`src/assert_macros.svh`:
```
// ----------------------------------------------------------------------------
// assert_macros.svh
// concurrent assertion helpers, clocked on clk_i and held off during reset
// ----------------------------------------------------------------------------
`ifndef ASSERT_MACROS_SVH
`define ASSERT_MACROS_SVH

// property must hold at every clock edge out of reset
`define BSS_ASSERT(lbl, prop, msg) \
  lbl: assert property (@(posedge clk_i) disable iff (!rst_ni) prop) \
    else $error(msg);

// condition must never be seen out of reset
`define BSS_NEVER(lbl, cond, msg) \
  `BSS_ASSERT(lbl, !(cond), msg)

`endif

```
`src/bss_pkg.sv`:
```
// ----------------------------------------------------------------------------
// bss_pkg
// transaction types and action codes of the sorted table search block
// ----------------------------------------------------------------------------
`default_nettype none

package bss_pkg;

  localparam logic ACT_LOAD   = 1'b0;
  localparam logic ACT_SEARCH = 1'b1;

  localparam int unsigned IDX_W = 10;
  localparam int unsigned VAL_W = 32;

  typedef struct packed {
    logic                    action;
    logic [IDX_W-1:0]        entry_index;
    logic signed [VAL_W-1:0] entry_value;
    logic signed [VAL_W-1:0] search_key;
    logic [IDX_W-1:0]        low_bound;
    logic [IDX_W-1:0]        high_bound;
  } bss_req_t;

  typedef struct packed {
    logic             found;
    logic [IDX_W-1:0] match_index;
  } bss_res_t;

  localparam bss_res_t RES_NOT_FOUND = '{found: 1'b0, match_index: '0};

endpackage

`default_nettype wire

```
`src/bss_ctrl.sv`:
```
// ----------------------------------------------------------------------------
// bss_ctrl
// search sequencer: range registers, probe compare and result register
// ----------------------------------------------------------------------------
`default_nettype none
`include "assert_macros.svh"

module bss_ctrl
  import bss_pkg::*;
#(
  parameter int unsigned DEPTH = 1024,
  parameter int unsigned AW    = $clog2(DEPTH)
) (
  input  wire logic                    clk_i,
  input  wire logic                    rst_ni,
  input  wire logic                    start,
  output logic                         busy,
  input  wire bss_req_t                req_i,
  output logic                         done_o,
  output bss_res_t                     res_o,
  output logic                         wr_en_o,
  output logic [AW-1:0]                wr_addr_o,
  output logic signed [VAL_W-1:0]      wr_data_o,
  output logic                         rd_en_o,
  output logic [AW-1:0]                rd_mid_o,
  output logic [AW-1:0]                rd_lo_o,
  output logic [AW-1:0]                rd_hi_o,
  input  wire logic signed [VAL_W-1:0] mid_data_i,
  input  wire logic signed [VAL_W-1:0] lo_data_i,
  input  wire logic signed [VAL_W-1:0] hi_data_i
);

  localparam logic [0:0]  S_IDLE  = 1'b0;
  localparam logic [0:0]  S_CMP   = 1'b1;
  localparam logic [31:0] DEPTH_W = 32'(DEPTH);

  logic [0:0]              state_q, state_d;
  logic [AW-1:0]           lo_q, lo_d, hi_q, hi_d, mid_q, mid_d;
  logic signed [VAL_W-1:0] key_q, key_d;
  logic                    done_q, done_d;
  bss_res_t                res_q, res_d;

  logic [31:0]   lo_ext, hi_ext, idx_ext, lo_sat, hi_sat;
  logic [AW-1:0] lo_in, hi_in;
  logic          idx_ok;
  logic [AW:0]   sum;
  logic          eq_mid, eq_lo, eq_hi, go_down, empty;

  // saturate the bounds to the last entry
  assign lo_ext  = 32'(req_i.low_bound);
  assign hi_ext  = 32'(req_i.high_bound);
  assign idx_ext = 32'(req_i.entry_index);
  assign lo_sat  = (lo_ext >= DEPTH_W) ? DEPTH_W - 32'd1 : lo_ext;
  assign hi_sat  = (hi_ext >= DEPTH_W) ? DEPTH_W - 32'd1 : hi_ext;
  assign lo_in   = lo_sat[AW-1:0];
  assign hi_in   = hi_sat[AW-1:0];
  assign idx_ok  = idx_ext < DEPTH_W;

  assign eq_mid  = mid_data_i == key_q;
  assign eq_lo   = lo_data_i == key_q;
  assign eq_hi   = hi_data_i == key_q;
  assign go_down = key_q < mid_data_i;
  // mid lies in [lo, hi], so the next half is empty exactly at the edge
  assign empty   = go_down ? (mid_q == lo_q) : (mid_q == hi_q);

  always_comb begin
    state_d = state_q;
    lo_d    = lo_q;
    hi_d    = hi_q;
    key_d   = key_q;
    done_d  = 1'b0;
    res_d   = res_q;
    rd_en_o = 1'b0;
    wr_en_o = 1'b0;
    unique case (state_q)
      S_IDLE: begin
        if (start) begin
          if (req_i.action == ACT_LOAD) begin
            wr_en_o = idx_ok;
          end else begin
            key_d = req_i.search_key;
            lo_d  = lo_in;
            hi_d  = hi_in;
            if (lo_in > hi_in) begin
              done_d = 1'b1;
              res_d  = RES_NOT_FOUND;
            end else begin
              rd_en_o = 1'b1;
              state_d = S_CMP;
            end
          end
        end
      end
      S_CMP: begin
        if (eq_mid || eq_lo || eq_hi) begin
          done_d      = 1'b1;
          res_d.found = 1'b1;
          if (eq_mid) begin
            res_d.match_index = IDX_W'(mid_q);
          end else if (eq_lo) begin
            res_d.match_index = IDX_W'(lo_q);
          end else begin
            res_d.match_index = IDX_W'(hi_q);
          end
          state_d = S_IDLE;
        end else if (empty) begin
          done_d  = 1'b1;
          res_d   = RES_NOT_FOUND;
          state_d = S_IDLE;
        end else begin
          // next probe is issued straight from the narrowed range
          if (go_down) begin
            hi_d = mid_q - AW'(1);
          end else begin
            lo_d = mid_q + AW'(1);
          end
          rd_en_o = 1'b1;
        end
      end
      default: state_d = S_IDLE;
    endcase
  end

  assign sum   = {1'b0, lo_d} + {1'b0, hi_d};
  assign mid_d = sum[AW:1];

  always_ff @(posedge clk_i or negedge rst_ni) begin
    if (!rst_ni) begin
      state_q <= S_IDLE;
      done_q  <= 1'b0;
    end else begin
      state_q <= state_d;
      done_q  <= done_d;
    end
  end

  always_ff @(posedge clk_i) begin
    lo_q  <= lo_d;
    hi_q  <= hi_d;
    key_q <= key_d;
    res_q <= res_d;
    if (rd_en_o) begin
      mid_q <= mid_d;
    end
  end

  assign busy      = state_q == S_CMP;
  assign done_o    = done_q;
  assign res_o     = res_q;
  assign wr_addr_o = idx_ext[AW-1:0];
  assign wr_data_o = req_i.entry_value;
  assign rd_mid_o  = mid_d;
  assign rd_lo_o   = lo_d;
  assign rd_hi_o   = hi_d;

  `BSS_ASSERT(a_done_cause, done_o |-> ($past(state_q == S_CMP) || $past(start && req_i.action == ACT_SEARCH)), "result without a search")
  `BSS_ASSERT(a_mid_in_range, state_q == S_CMP |-> (lo_q <= mid_q && mid_q <= hi_q), "probe index outside range")
  `BSS_ASSERT(a_range_shrinks, (state_q == S_CMP && $past(state_q == S_CMP)) |-> ((hi_q - lo_q) < $past(hi_q - lo_q)), "search range did not shrink")
  `BSS_ASSERT(a_miss_index_zero, (done_o && !res_o.found) |-> (res_o.match_index == '0), "miss with non-zero index")

endmodule

`default_nettype wire

```
`config.mk`:
```
export PLATFORM = sky130hd
export DESIGN_NAME = bss_ctrl
export DESIGN_NICKNAME = d
export VERILOG_FILES = /design/src/bss_pkg.sv /design/src/bss_ctrl.sv
export VERILOG_INCLUDE_DIRS = /design/src /design/src/src
export SDC_FILE = /design/constraint.sdc
export NUM_CORES = 1
export LEC_CHECK = 0
export BUFFER_PORTS_ARGS = -buffer_cell sky130_fd_sc_hd__buf_2
export CAP_MARGIN = 5
export CORE_MARGIN = 1
export CORE_UTILIZATION = 45
export CTS_CLUSTER_SIZE = 8
export DETAILED_ROUTE_END_ITERATION = 10
export GPL_TIMING_DRIVEN = 0
export MAX_ROUTING_LAYER = met4
export PLACE_DENSITY = 0.87
export SYNTH_ARGS = -nofsm -noshare
export SYNTH_HDL_FRONTEND = slang
export SYNTH_SLANG_ARGS = --single-unit
```
`constraint.sdc`:
```
create_clock -name clk_i -period 5.75 [get_ports clk_i]
set_input_delay 0.2875 -clock clk_i [delete_from_list [all_inputs] [get_ports clk_i]]
set_output_delay 0.2875 -clock clk_i [all_outputs]
set_load 0.02 [all_outputs]
```
==> summary.md, run 1 <==
| Metric | Value |
|---|---|
| Largest net degree at the start of global routing | 29 |
| Startpoint kind of the worst setup timing path | flip-flop |
| Tot GR Track Use | 30.04% |
| Min-Delay Path Class | in2reg |
| Pwr dens | 539.7 mW/mm^2 |
| Worst Setup Slack post-DPL | -0.5395 ns |
| CP Max Fanout | 8 |
| Num CTS Buffers | 9 |
| Post-Route WL | 22.27 mm |
| Top sig layer | met4 |
| Number of unique standard cell types used by synthesis | 73 |
| Number of global-route vias before repair | 6,249 |
| Synth Warn # | 0 |
| Diodes inserted | 0 |
| Pre-Repair DR Iteration Count | 5 |
| RSZ-0062 raised after global routing | yes |
| Synth Cell Area | 0.006361 mm^2 |
| Routed wirelength normalized by instance count | 18.75 um |
| Buffer levels on the longest clock path | 2 |
| Layout cell share with drive strength beyond 1 | 42.76% |
| Full die area | 0.01462 mm^2 |
| Data arrival time at the worst-slack endpoint | 5.59 ns |
| Die width | 120.9 um |
| Seq pwr share | 19.5% |
| Category of the critical setup timing path | reg2out |
| CTS sink count | 75 |
| Max-capacitance violation count | 0 |
| Area share of the leading cell type in the synthesized netlist | 25.02% |
| Transition time at the pin with the least slew margin | 0.6490 ns |
| Port bufs | 238 |
| Footprint of the multi-input gates | 0.003910 mm^2 |
| CP Data Required Time | 5.46 ns |
| Signed area change from the synthesized netlist to the final layout | 40.22% |
| Clock power share | 11.9% |
| Number of vias after detailed routing | 6,619 |
| Cell internal pwr | 2.523 mW |
| Ratio of routed vias to standard cells | 5.572 |
| Count of final hold-check violations | 0 |
| Prevailing post-synth register cell | edfxtp_1 |
| First-pass GRT wire length | 32.15 mm |
| Mapped Cells | 687 |
| Type of destination of the critical path | output pin |
| Setup Total Neg Slack | -0.3473 ns |
| Fraction of power spent switching nets | 47.60% |
| Global route total overflow | 0 |
| Min Tclk post-route | 5.881 ns |
| CTS tree | yes |
| Core Box Area | 0.01383 mm^2 |
| Final Max Slew Viols | 0 |
| Top-level I/O count | 281 |
| Antenna violations before repair | 0 |
| Mapped Avg Cell Area | 9.259 um^2 |
| Starting density of the core | 46.00% |
| Number of flops mapped to enable cells by yosys | 53 |
| Result of the run | finished, violations left |
| Final cell count without fillers | 1,188 |
| Net Count, Synth | 933 |
| Static Leakage | 4.159 nW |
| First DRT Iteration DRCs | 541 |
| H-tree Lvls | 3 |
| Reg area | 0.002042 mm^2 |
| Met1 layer wirelength in the final routing | 8.650 mm |
| Worst skew pair latency | 0.35 ns |
| Total length of routed met2 wires | 10.74 mm |
| Logic pwr share | 68.7% |
| Number of nets in the finished design | 1,249 |
| Fillers | 1,115 |
| Number of rows created at floorplan | 43 |
| Clk_skew | 0.01600 ns |
| Most instantiated cells after synthesis | 85 x xnor2_1, 70 x inv_1, 53 x edfxtp_1, 51 x ha_1, 45 x buf_4 |
| Post-synthesis register bit count | 75 |
| Maximum clock frequency | 0.1700 GHz |
| Total half-perimeter wirelength after legalization and detailed placement | 16.85 mm |
| Buffer cell driving the clock tree root | clkbuf_16 |
| Die height | 120.9 um |
| Share of the cycle needed by the critical path after routing | 102.3% |
| Met3 WL post-DR | 1.874 mm |
| Switching power total | 2.292 mW |
| Ys async rst share | 2.667% |
| Synth top area cells | edfxtp_1 25%, xnor2_1 12%, ha_1 10% |
| Worst hold margin | 0.1149 ns |
| Sequential area share after synthesis | 32.10% |
| Clock-pin transition on the worst setup and hold timing paths | 0.06 ns |
| Post-detailed-route DRC marker count | 0 |
| PnR worst setup slack | -0.1312 ns |
| Number of instances in the placed design | 1,107 |
| Count of antenna-violating nets left after detailed routing | 0 |
| Biggest area consumer among synthesized cells | edfxtp_1 |
| Slew margin rel. | 56.73% |
| Most frequent cell after synthesis | xnor2_1 |
| VDD IR max | 0.0008231 V |
| Setup violation total in the final timing report | 4 |
| Failing checks | negative setup slack |
| Routability-driven placement congestion ratio | 0.9636 |
[placed cells by master, fill, tap and decap left out, types with 8 or more instances in the layout]
| master | netlist | final |
|---|---|---|
| a211oi_1 | 15 | 14 |
| a21oi_1 | 36 | 32 |
| buf_2 | 0 | 233 |
| buf_4 | 45 | 108 |
| buf_6 | 4 | 11 |
| clkbuf_1 | 13 | 13 |
| clkbuf_16 | 0 | 9 |
| dfxtp_1 | 20 | 20 |
| edfxtp_1 | 53 | 53 |
| ha_1 | 51 | 44 |
| inv_1 | 70 | 68 |
| mux2i_1 | 9 | 9 |
| nand2_1 | 35 | 33 |
| nand3_1 | 24 | 23 |
| nand4_1 | 24 | 24 |
| nor2_1 | 43 | 42 |
| nor2b_1 | 9 | 9 |
| nor3_1 | 10 | 9 |
| nor4_1 | 9 | 9 |
| o21ai_0 | 15 | 12 |
| xnor2_1 | 85 | 84 |
| xor2_1 | 8 | 8 |
[flip-flops by register name (all words and copies together), names as in the netlist]
signal  count
done_o      1
key_q      32
res_o      11
lo_q       10
busy        1
mid_q      10
hi_q       10
[power groups by stage]
stage	combinational, mW	clock, mW	sequential [mW]
after floorplan	1.95	0	0.900
after global placement	2.67	0	0.944
after detailed placement	2.72	0	0.945
after CTS	2.91	0.580	0.927
after global routing	3.52	0.603	0.951
final	3.31	0.571	0.938
[critical path, cell delays in order (launching register included)]
cell      delay (ns)
edfxtp_1        0.47
ha_4            0.28
nand4_1         0.15
buf_4           0.14
nor3_2          0.03
a211o_1         0.36
a211oi_4        0.17
buf_6           0.16
buf_4           0.12
and4_1          0.20
a311oi_2        0.06
a311oi_2        0.38
o211ai_4        0.21
buf_6           0.17
and2_4          0.15
a221o_1         0.36
ha_1            0.30
o21ai_1         0.06
a221o_1         0.31
o221ai_2        0.15
nand3_2         0.13
o211ai_2        0.18
o221a_1         0.25
xor2_1          0.25
buf_4           0.19
[through the flow]
step | power [mW] | utilization [%] | cell area, um^2
floorplan | 2.855 | - | 6361
global placement | 3.610 | 56.25 | 7777
detailed placement | 3.666 | 56.48 | 7810
CTS | 4.421 | 61.71 | 8533
global route | 5.071 | 64.51 | 8920
finish | 4.814 | 64.51 | 8920
[worst paths after layout]
| kind | cells after the start | end | start | slack [ns] |
|---|---|---|---|---|
| setup / recovery | 24 | rd_mid_o[8] | key_q[28] | -0.13 |
| hold / removal | 1 | key_q[26] | req_i[46] | 0.11 |
| setup reg to reg | 24 | mid_q[8] | key_q[28] | 0.41 |
| hold reg to reg | 2 | lo_q[2] | lo_q[2] | 0.57 |
| max in group asynchronous | 2 | busy | rst_ni | 5.37 |
| min in group asynchronous | 2 | done_o | rst_ni | 0.29 |
[cell type report]
cell class                      instances  share of cell area [%]
Multi-Input combinational cell        478                   43.84
Sequential cell                        75                   22.89
Timing Repair Buffer                  306                   19.68
Buffer                                 61                   4.769
Inverter                               72                   3.030
Clock buffer                           10                   2.567
Tap cell                              180                   2.525
Clock inverter                          6                  0.7014
[routing by layer]
layer	vias to the layer above	global-route usage (%)
li1	3063	-
met1	3089	35.88
met2	389	49.07
met3	78	5.310
met4	0	14.35
met5	-	-
[what timing repair did]
action | CTS | global route
hold buffers | 1 | 0
pin swaps | 26 | 31
cloned | 0 | 1
endpoints found under the setup margin | 11 | 7
gates resized for setup | 25 | 34
hold endpoints to repair | 2 | 0
setup buffers | 37 | 27
[cell families after synthesis]
kind of cell             after synthesis  share of synthesized area (%)
multiplexers                           9                          1.416
AND/OR/NAND/NOR                      186                          15.36
AO/OA/AOI/OAI                        135                          16.25
XOR/XNOR                              95                          13.32
flip-flops                            75                          32.10
adder cells (fa/ha/maj)               53                          10.52
buffers and inverters                134                          11.03
Power figures use the tool's default switching activity.
==> inputs of run 2 (changes only) <==
==> constraint.sdc (replaced) <==
create_clock -name clk_i -period 7.55 [get_ports clk_i]
set_input_delay 0.3775 -clock clk_i [delete_from_list [all_inputs] [get_ports clk_i]]
set_output_delay 0.3775 -clock clk_i [all_outputs]
set_load 0.02 [all_outputs]
==> run 2 against run 1 <==
Compared with the run above: the run now ends clean; die area did not move; worst setup slack improved by 0.83 ns; first-iteration DRC count fell by 0.92%; worst hold slack improved by 0.094 ns; largest cell class unchanged.
==> summary.md, run 2 (synthesis gave the netlist of run 1 again) <==
| Metric | Value |
|---|---|
| Result of the run | finished, final reports clean |
| PnR worst setup slack | 0.6953 ns |
| First DRT Iteration DRCs | 536 |
| Number of nets in the finished design | 1,185 |
| Met2 global-route usage | 46.86% |
| Signed area change from the synthesized netlist to the final layout | 27.52% |
| Final Max Slew Viols | 0 |
| Die width | 120.9 um |
| Cell area after placement | 0.007810 mm^2 |
| Full die area | 0.01462 mm^2 |
| Core Box Area | 0.01383 mm^2 |
| Routability-driven placement congestion ratio | 0.9636 |
| Buffer levels on the longest clock path | 2 |
| Category of the critical setup timing path | reg2out |
| Global routing usage on met3 | 5.498% |
| Footprint of the multi-input gates | 0.003617 mm^2 |
| Reg area | 0.002042 mm^2 |
| Clk_skew | 0.01408 ns |
| Diodes inserted | 0 |
| Num CTS Buffers | 9 |
| CTS tree | yes |
| Starting density of the core | 46.00% |
| Count of final hold-check violations | 0 |
| Setup Total Neg Slack | 0 ns |
| Leading cell type in the layout, fill and taps excluded | buf_2 |
| Final cell count without fillers | 1,124 |
| Post-route cell area | 0.008112 mm^2 |
| First-pass GRT wire length | 30.81 mm |
| Buffer cell driving the clock tree root | clkbuf_16 |
| Share of the cycle needed by the critical path after routing | 90.79% |
| Post-CTS setup buffers | 0 |
| Worst Setup Slack post-DPL | 1.171 ns |
| VDD IR max | 0.0004974 V |
| CTS sink count | 75 |
| Post-Route WL | 20.53 mm |
| Largest net degree at the start of global routing | 29 |
| Routed wirelength normalized by instance count | 18.27 um |
| Min-Delay Path Class | in2reg |
| Pre-Repair DR Iteration Count | 5 |
| Setup violation total in the final timing report | 0 |
| Met1 demand-to-capacity share in global routing | 35.17% |
| Type of destination of the critical path | output pin |
| Min Tclk post-route | 6.855 ns |
| Die height | 120.9 um |
| Number of vias after detailed routing | 6,236 |
| Port bufs | 238 |
| Layout cell share with drive strength beyond 1 | 35.81% |
| Fillers | 1,244 |
| Number of global-route vias before repair | 5,954 |
| H-tree Lvls | 3 |
| Maximum clock frequency | 0.1459 GHz |
| CP Max Fanout | 10 |
| Post-CTS sizing | 0 |
| RSZ-0062 raised after global routing | no |
| Largest reg by FF count | key_q |
| Worst hold margin | 0.2085 ns |
| Clock-pin transition on the worst setup and hold timing paths | 0.06 ns |
| Ratio of routed vias to standard cells | 5.548 |
| Post-detailed-route DRC marker count | 0 |
| Max-capacitance violation count | 0 |
| Number of rows created at floorplan | 43 |
| Grt peak-use layer | met2 |
| Count of antenna-violating nets left after detailed routing | 0 |
| Startpoint kind of the worst setup timing path | flip-flop |
| Tot GR Track Use | 28.78% |
| Worst skew pair latency | 0.35 ns |
| Hold Buf Count CTS | 1 |
| Data arrival time at the worst-slack endpoint | 6.48 ns |
| Pwr dens | 401.6 mW/mm^2 |
| Flip-flop count of the largest register, all copies and words added | 32 |
| CP Data Required Time | 7.17 ns |
| Static Leakage | 3.803 nW |
| Commonest cells after routing, fill and taps aside | 238 x buf_2, 85 x xnor2_1, 70 x inv_1 |
| Total half-perimeter wirelength after legalization and detailed placement | 16.85 mm |
| Transition time at the pin with the least slew margin | 0.9372 ns |
| Top-level I/O count | 281 |
| Global route total overflow | 0 |
| Number of instances in the placed design | 1,107 |
| Antenna violations before repair | 0 |
| Slew margin rel. | 37.23% |
## run 2: cell types whose count changed in the layout (fill, tap and decap cells not counted), moves of 4 or more
cell	previous run	this run
ha_4	6	0
ha_1	44	51
buf_4	108	45
buf_2	233	238
a21oi_1	32	36
buf_6	11	5
## run 2: path summary, 6_finish.rpt
kind	endpoint	startpoint	slack, ns	cells after the start
max in group asynchronous	busy	rst_ni	7.08	2
worst max-delay path	rd_mid_o[9]	key_q[31]	0.70	22
min in group asynchronous	done_o	rst_ni	0.38	2
worst min register to register	lo_q[2]	lo_q[2]	0.58	2
worst max register to register	mid_q[9]	key_q[31]	1.45	21
worst min-delay path	key_q[26]	req_i[46]	0.21	1
## run 2: worst max-delay path, stage by stage, from the launching register on
cell	delay (ns)
edfxtp_1	0.49
ha_1	0.44
nand4_1	0.22
nor3_1	0.09
a211o_1	0.36
a211oi_4	0.42
a31oi_1	0.43
a211o_1	0.39
nand3_1	0.14
o211ai_4	0.18
and2_4	0.22
buf_6	0.14
a221oi_1	0.57
nand2_1	0.16
fa_1	0.44
inv_1	0.07
a21oi_1	0.07
maj3_2	0.35
o21ai_2	0.16
a21oi_2	0.10
o211a_1	0.25
nor3_2	0.21
buf_2	0.20
## run 2: layout make-up
| class | count | share of cell area, % |
|---|---|---|
| Multi-Input combinational cell | 478 | 44.59 |
| Buffer | 62 | 5.337 |
| Clock buffer | 10 | 2.823 |
| Timing Repair Buffer | 241 | 15.19 |
| Inverter | 72 | 3.332 |
| Tap cell | 180 | 2.776 |
| Clock inverter | 6 | 0.7712 |
| Sequential cell | 75 | 25.17 |
## run 2: stage by stage
| step | util [%] | total power, mW |
|---|---|---|
| 2_1_floorplan | - | 2.174 |
| 3_3_place_gp | 56.25 | 2.750 |
| 3_5_place_dp | 56.48 | 2.792 |
| 4_1_cts | 58.66 | 3.245 |
| 5_1_grt | 58.66 | 3.452 |
| 6_report | 58.66 | 3.257 |
## run 2: per-layer routing
| metal | part of all wire (%) | wire length, um |
|---|---|---|
| met1 | 41 | 8476 |
| met2 | 48 | 9760 |
| met3 | 7.8 | 1595 |
| met4 | 3.4 | 698 |
| met5 | 0 | 0 |
## run 2: power by group
part	internal, mW	switching [mW]	total [mW]
registers	0.605	0.112	0.718
clock network	0.256	0.175	0.431
logic	0.796	1.31	2.11
